[config.mk]
export PLATFORM = sky130hd
export DESIGN_NAME = column_to_tiled_address_flat
export DESIGN_NICKNAME = d
export VERILOG_FILES = /design/src/rtl/ctta_pkg.sv /design/src/rtl/ctta_if.sv /design/src/rtl/column_to_tiled_address.sv /design/src/rtl/ctta_div_cell.sv /design/src/flat_wrapper.sv
export SDC_FILE = /design/constraint.sdc
export NUM_CORES = 2
export LEC_CHECK = 0
export BUFFER_PORTS_ARGS = -buffer_cell sky130_fd_sc_hd__buf_4
export CAP_MARGIN = 20
export CORE_UTILIZATION = 35
export CTS_CLUSTER_SIZE = 30
export DETAILED_ROUTE_END_ITERATION = 8
export GPL_TIMING_DRIVEN = 0
export PLACE_DENSITY = 0.45
export SLEW_MARGIN = 20
export SYNTH_ARGS = -nofsm -noshare
export SYNTH_HDL_FRONTEND = slang
export SYNTH_HIERARCHICAL = 1
export SYNTH_SLANG_ARGS = --single-unit
[constraint.sdc]
create_clock -name i_clk -period 23 [get_ports i_clk]
set_input_delay 1.15 -clock i_clk [delete_from_list [all_inputs] [get_ports i_clk]]
set_output_delay 1.15 -clock i_clk [all_outputs]
set_load 0.02 [all_outputs]
[src/rtl/ctta_pkg.sv]
package ctta_pkg;

    localparam int CFG_W   = 13;
    localparam int COORD_W = 12;
    localparam int IDX_W   = 24;

    localparam logic CFG_MATRIX_SIZE = 1'b0;
    localparam logic CFG_TILE_SIZE   = 1'b1;

    typedef struct packed {
        logic               vld;
        logic               oor;
        logic [CFG_W-1:0]   n;
        logic [CFG_W-1:0]   k;
        logic [COORD_W-1:0] rrem;
        logic [COORD_W-1:0] crem;
        logic [COORD_W-1:0] tr;
        logic [COORD_W-1:0] tc;
        logic [CFG_W-1:0]   trk;
        logic [CFG_W-1:0]   tck;
        logic [CFG_W-1:0]   th;
        logic [CFG_W-1:0]   tw;
        logic [IDX_W-1:0]   p1;
        logic [IDX_W-1:0]   p2;
        logic [IDX_W-1:0]   p3;
        logic [IDX_W-1:0]   idx;
        logic [IDX_W-1:0]   irem;
        logic [COORD_W-1:0] q;
    } t_pipe;

endpackage

[src/rtl/ctta_if.sv]
interface ctta_in_if;
    import ctta_pkg::*;
    logic               valid;
    logic               ready;
    logic [COORD_W-1:0] row;
    logic [COORD_W-1:0] col;
    modport source(output valid, output row, output col, input ready);
    modport sink(input valid, input row, input col, output ready);
endinterface

interface ctta_out_if;
    import ctta_pkg::*;
    logic               valid;
    logic               ready;
    logic [IDX_W-1:0]   tiled_index;
    logic [COORD_W-1:0] tiled_row;
    logic [COORD_W-1:0] tiled_col;
    logic               out_of_range;
    modport source(output valid, output tiled_index, output tiled_row, output tiled_col,
                   output out_of_range, input ready);
    modport sink(input valid, input tiled_index, input tiled_row, input tiled_col,
                 input out_of_range, output ready);
endinterface

[src/rtl/column_to_tiled_address.sv]
// Throughput: one item per cycle unless the pipeline holds; a chain of 12 restoring-divide
// cells splits the coordinates by the tile size, a second chain of 12 splits the index by
// the matrix size. The whole pipeline holds while a finished result waits for the sink.
// Reset (synchronous, active low) empties the pipeline and sets matrix size 4096, tile 64.
module column_to_tiled_address #(
    parameter int MAX_DIM = 4096
) (
    input  logic                      i_clk,
    input  logic                      i_rst_n,
    input  logic                      i_cfg_we,
    input  logic                      i_cfg_idx,
    input  logic [ctta_pkg::CFG_W-1:0] i_cfg_data,
    ctta_in_if.sink                   i_in,
    ctta_out_if.source                o_out
);
    import ctta_pkg::*;

    logic [CFG_W-1:0] r_msize;
    logic [CFG_W-1:0] r_tsize;
    logic             en;
    t_pipe            r_s0, n_s0;
    t_pipe            r_s1, n_s1;
    t_pipe            r_s2, n_s2;
    t_pipe            r_s3, n_s3;
    t_pipe            r_s4, n_s4;
    t_pipe            s_a [0:COORD_W];
    t_pipe            s_b [0:COORD_W];

    always_ff @(posedge i_clk) begin
        if (!i_rst_n) begin
            r_msize <= 13'd4096;
            r_tsize <= 13'd64;
        end else if (i_cfg_we) begin
            if (i_cfg_idx == CFG_MATRIX_SIZE) begin
                r_msize <= i_cfg_data;
            end else begin
                r_tsize <= i_cfg_data;
            end
        end
    end

    assign en         = !s_b[COORD_W].vld || o_out.ready;
    assign i_in.ready = en;

    always_comb begin
        n_s0      = '0;
        n_s0.vld  = i_in.valid;
        n_s0.n    = (32'(r_msize) > MAX_DIM) ? CFG_W'(MAX_DIM) : r_msize;
        n_s0.k    = (r_tsize == '0) ? CFG_W'(1) : r_tsize;
        n_s0.oor  = (CFG_W'(i_in.row) >= n_s0.n) || (CFG_W'(i_in.col) >= n_s0.n);
        n_s0.rrem = i_in.row;
        n_s0.crem = i_in.col;
    end

    assign s_a[0] = r_s0;

    genvar gi;
    generate
        for (gi = 0; gi < COORD_W; gi++) begin : g_tile_div
            ctta_div_cell #(.KIND(0), .BIT(COORD_W-1-gi)) u_cell (
                .i_clk  (i_clk),
                .i_rst_n(i_rst_n),
                .i_en   (en),
                .i_s    (s_a[gi]),
                .o_s    (s_a[gi+1])
            );
        end
    endgenerate

    always_comb begin
        n_s1     = s_a[COORD_W];
        n_s1.trk = CFG_W'(25'(n_s1.tr) * 25'(n_s1.k));
        n_s1.tck = CFG_W'(25'(n_s1.tc) * 25'(n_s1.k));
    end

    always_comb begin
        n_s2    = r_s1;
        n_s2.th = ((r_s1.n - r_s1.trk) < r_s1.k) ? (r_s1.n - r_s1.trk) : r_s1.k;
        n_s2.tw = ((r_s1.n - r_s1.tck) < r_s1.k) ? (r_s1.n - r_s1.tck) : r_s1.k;
    end

    always_comb begin
        n_s3    = r_s2;
        n_s3.p1 = IDX_W'(26'(r_s2.n) * 26'(r_s2.tck));
        n_s3.p2 = IDX_W'(26'(r_s2.trk) * 26'(r_s2.tw));
        n_s3.p3 = IDX_W'(26'(r_s2.th) * 26'(r_s2.crem));
    end

    always_comb begin
        n_s4      = r_s3;
        n_s4.idx  = r_s3.p1 + r_s3.p2 + r_s3.p3 + IDX_W'(r_s3.rrem);
        n_s4.irem = n_s4.idx;
        n_s4.q    = '0;
    end

    always_ff @(posedge i_clk) begin
        if (!i_rst_n) begin
            r_s0.vld <= 1'b0;
            r_s1.vld <= 1'b0;
            r_s2.vld <= 1'b0;
            r_s3.vld <= 1'b0;
            r_s4.vld <= 1'b0;
        end else if (en) begin
            r_s0 <= n_s0;
            r_s1 <= n_s1;
            r_s2 <= n_s2;
            r_s3 <= n_s3;
            r_s4 <= n_s4;
        end
    end

    assign s_b[0] = r_s4;

    generate
        for (gi = 0; gi < COORD_W; gi++) begin : g_size_div
            ctta_div_cell #(.KIND(1), .BIT(COORD_W-1-gi)) u_cell (
                .i_clk  (i_clk),
                .i_rst_n(i_rst_n),
                .i_en   (en),
                .i_s    (s_b[gi]),
                .o_s    (s_b[gi+1])
            );
        end
    endgenerate

    assign o_out.valid        = s_b[COORD_W].vld;
    assign o_out.out_of_range = s_b[COORD_W].oor;
    assign o_out.tiled_index  = s_b[COORD_W].oor ? '0 : s_b[COORD_W].idx;
    assign o_out.tiled_row    = s_b[COORD_W].oor ? '0 : COORD_W'(s_b[COORD_W].irem);
    assign o_out.tiled_col    = s_b[COORD_W].oor ? '0 : s_b[COORD_W].q;

endmodule

[src/rtl/ctta_div_cell.sv]
module ctta_div_cell #(
    parameter int KIND = 0,
    parameter int BIT  = 0
) (
    input  logic            i_clk,
    input  logic            i_rst_n,
    input  logic            i_en,
    input  ctta_pkg::t_pipe i_s,
    output ctta_pkg::t_pipe o_s
);
    import ctta_pkg::*;

    t_pipe             r_s;
    t_pipe             n_s;
    logic [24:0]       dk;
    logic [36:0]       dn;

    always_comb begin
        n_s = i_s;
        dk  = 25'(i_s.k) << BIT;
        dn  = 37'(i_s.n) << BIT;
        if (KIND == 0) begin
            if (25'(i_s.rrem) >= dk) begin
                n_s.rrem     = COORD_W'(25'(i_s.rrem) - dk);
                n_s.tr[BIT]  = 1'b1;
            end
            if (25'(i_s.crem) >= dk) begin
                n_s.crem     = COORD_W'(25'(i_s.crem) - dk);
                n_s.tc[BIT]  = 1'b1;
            end
        end else begin
            if (37'(i_s.irem) >= dn) begin
                n_s.irem     = IDX_W'(37'(i_s.irem) - dn);
                n_s.q[BIT]   = 1'b1;
            end
        end
    end

    always_ff @(posedge i_clk) begin
        if (!i_rst_n) begin
            r_s.vld <= 1'b0;
        end else if (i_en) begin
            r_s <= n_s;
        end
    end

    assign o_s = r_s;

endmodule
[src/flat_wrapper.sv]
// flat-port wrapper written by rule: the top's interface ports become plain ports
module column_to_tiled_address_flat import ctta_pkg::*;
#(
    parameter int MAX_DIM = 4096
)
  (i_clk, i_rst_n, i_cfg_we, i_cfg_idx, i_cfg_data, i_in_valid, i_in_row, i_in_col, i_in_ready, o_out_valid, o_out_tiled_index, o_out_tiled_row, o_out_tiled_col, o_out_out_of_range, o_out_ready);
  ctta_in_if i_in_i ();
  ctta_out_if o_out_i ();
  input  logic i_clk;
  input  logic i_rst_n;
  input  logic i_cfg_we;
  input  logic i_cfg_idx;
  input  logic [ctta_pkg::CFG_W-1:0] i_cfg_data;
  input wire logic [$bits(i_in_i.valid)-1:0] i_in_valid;
  input wire logic [$bits(i_in_i.row)-1:0] i_in_row;
  input wire logic [$bits(i_in_i.col)-1:0] i_in_col;
  output wire logic [$bits(i_in_i.ready)-1:0] i_in_ready;
  output wire logic [$bits(o_out_i.valid)-1:0] o_out_valid;
  output wire logic [$bits(o_out_i.tiled_index)-1:0] o_out_tiled_index;
  output wire logic [$bits(o_out_i.tiled_row)-1:0] o_out_tiled_row;
  output wire logic [$bits(o_out_i.tiled_col)-1:0] o_out_tiled_col;
  output wire logic [$bits(o_out_i.out_of_range)-1:0] o_out_out_of_range;
  input wire logic [$bits(o_out_i.ready)-1:0] o_out_ready;
  assign i_in_i.valid = i_in_valid;
  assign i_in_i.row = i_in_row;
  assign i_in_i.col = i_in_col;
  assign i_in_ready = i_in_i.ready;
  assign o_out_valid = o_out_i.valid;
  assign o_out_tiled_index = o_out_i.tiled_index;
  assign o_out_tiled_row = o_out_i.tiled_row;
  assign o_out_tiled_col = o_out_i.tiled_col;
  assign o_out_out_of_range = o_out_i.out_of_range;
  assign o_out_i.ready = o_out_ready;
  column_to_tiled_address #(.MAX_DIM(MAX_DIM)) u_core (.i_clk(i_clk), .i_rst_n(i_rst_n), .i_cfg_we(i_cfg_we), .i_cfg_idx(i_cfg_idx), .i_cfg_data(i_cfg_data), .i_in(i_in_i), .o_out(o_out_i));
endmodule
==> impl_metrics.csv <==
group,metric,value,unit
status,status,"finished clean",
detailed_routing,via_count,62937,
floorplan,rows,207,
place,place.gp.congestion,0.853,
timing,tns,0,ps
setup_path,r2r_start,"u_core/n_s3[140]",
global_route,grt_pass1_wl,398000,um
setup_path,arrival,7250,ps
min_path,hold_start,"u_core/n_s3[227]",
global_route,grt_max_degree,58,
detailed_routing,routed_via_density,4.76,
cts,cts.reportedPaths.clkPinSlew,70,ps
cts,ctsResizeCount,0,
final_layout,drive_gt1_frac,0.0988,
global_route,overflow,0,
place,dpl.hpwl,205000,um
cts,cts_hold_buf,0,
floorplan,io_pins,94,
cts,clock-sinks,2172,
flow_run,drv_cap,0,
detailed_routing,drtPass1Iterations,6,
cts,cts_setup_buffers,0,
setup_path,crit_path_start_kind,"register",
global_route,grt_util_all_layers,0.161,
timing,slew_headroom,0.317,
final_layout,most-common-layout-cells,"edfxtp_1, inv_1, nand2_1",
final_layout,layout_commonest_cell,"edfxtp_1",
final_layout,syn2layout_area_growth,13.3,%
setup_path,end_kind,"register",
setup_path,critPathKind,"reg2reg",
detailed_routing,wirelength,263000,um
setup_path,cp_max_fo,10,
setup_path,critPathRequiredTime,23560,ps
floorplan,die_w,569,um
detailed_routing,detail-route-antenna-nets,0,
synthesis,avgSynthCellArea,13.5,um^2
cts,cts_root_buf,"clkbuf_16",
setup_path,crit_start,"u_core/n_s3[140]",
place,portBuffers,93,
floorplan,start_util,0.353,
timing,rsz0062_at_grt,"no",
cts,clk_latency,950,ps
timing,final-hold-violation-count,0,
detailed_routing,drtIter0Drc,3243,
detailed_routing,drcViolationCount,0,
timing,fmax,0.150,GHz
synthesis,netlist_area,0.113,mm^2
timing,fin_crit,6680,ps
floorplan,dieArea,0.324,mm^2
global_route,first_global_vias,65728,
detailed_routing,wl_per_cell,19.9,um
cts,cts.path.max_buffers,4,
timing,tightest_slew,1020,ps
timing,min_period_over_period,0.291,
final_layout,nets,9960,
cts,h-tree-depth,4,
floorplan,fp.dieH,569,um
cts,cts_tree,"yes",
timing,clock_skew,106,ps
min_path,worstHoldPathType,"reg2reg",
synthesis,syn_inst,8338,
timing,slew_viol_final,0,
final_layout,fillers,30025,
synthesis,synth.yosys.warnings,6,
timing,setup_viol,0,
floorplan,core_area,0.319,mm^2
global_route,antenna_found_initial,19,
cts,cts_made_buffers,238,
## stage by stage
step           utilization  std cells  hold slack, ps  cell area (um^2)  setup WS, ps
6_report             0.400      13228             339            128000         16320
5_1_grt              0.400      13226             346            128000         16070
3_3_place_gp         0.372      12750             400            119000          5120
3_5_place_dp         0.375      12783             405            120000         16310
4_1_cts              0.400      13225             345            128000         16290
2_1_floorplan            -       8373             400            113000         11230
## flip-flops by register name (all words and copies together), names as in the netlist
name,count
u_core/r_s0,52
u_core/g_size_div.u_cell/o_s,875
u_core/r_msize,13
u_core/n_s2,78
u_core/n_s4,99
u_core/n_s3,91
u_core/r_s4,39
u_core/g_tile_div.u_cell/o_s,912
u_core/r_tsize,13
## cell type report
class	count	area, um^2	area share
antenna	3	7.51	0.0000588
buffer	204	962	0.00754
clock buffer	283	6280	0.0492
clock inverter	159	1570	0.0123
inverter	1051	3950	0.0309
multi-input combinational	4946	43200	0.339
sequential	2172	64700	0.507
tap	4284	5360	0.0420
timing repair buffer	126	1550	0.0122
## critical path, cell delays in order, from the launching register on
cell,delay (ps)
edfxtp_1,540
clkbuf_1,500
nand2_1,150
fa_1,530
inv_1,50
fa_1,460
fa_1,520
fa_1,560
inv_1,60
fa_1,620
inv_1,70
ha_1,370
a21o_1,250
nor3_1,200
o211ai_1,140
a31oi_2,320
o31ai_1,150
and4_1,250
a2111oi_4,380
a21oi_1,130
xnor2_1,160
## path summary, 6_finish.rpt
check	to	slack [ps]	cells after the start
max	u_core/n_s4[107]	16320	20
min	u_core/n_s4[227]	340	0
max reg2reg	u_core/n_s4[107]	16320	20
min reg2reg	u_core/n_s4[227]	340	0
## routing by layer
layer | GRT usage | vias to the layer above | share of wire
met3 | 0.0217 | 424 | 0.039
met5 | 0 | - | 0
li1 | - | 30210 | -
met1 | 0.198 | 31162 | 0.42
met4 | 0.0550 | 0 | 0.036
met2 | 0.289 | 1141 | 0.50
Power is left out: the tool's default activity adds up to more than one toggle a clock period on the data nets, which glitch-free logic cannot reach.
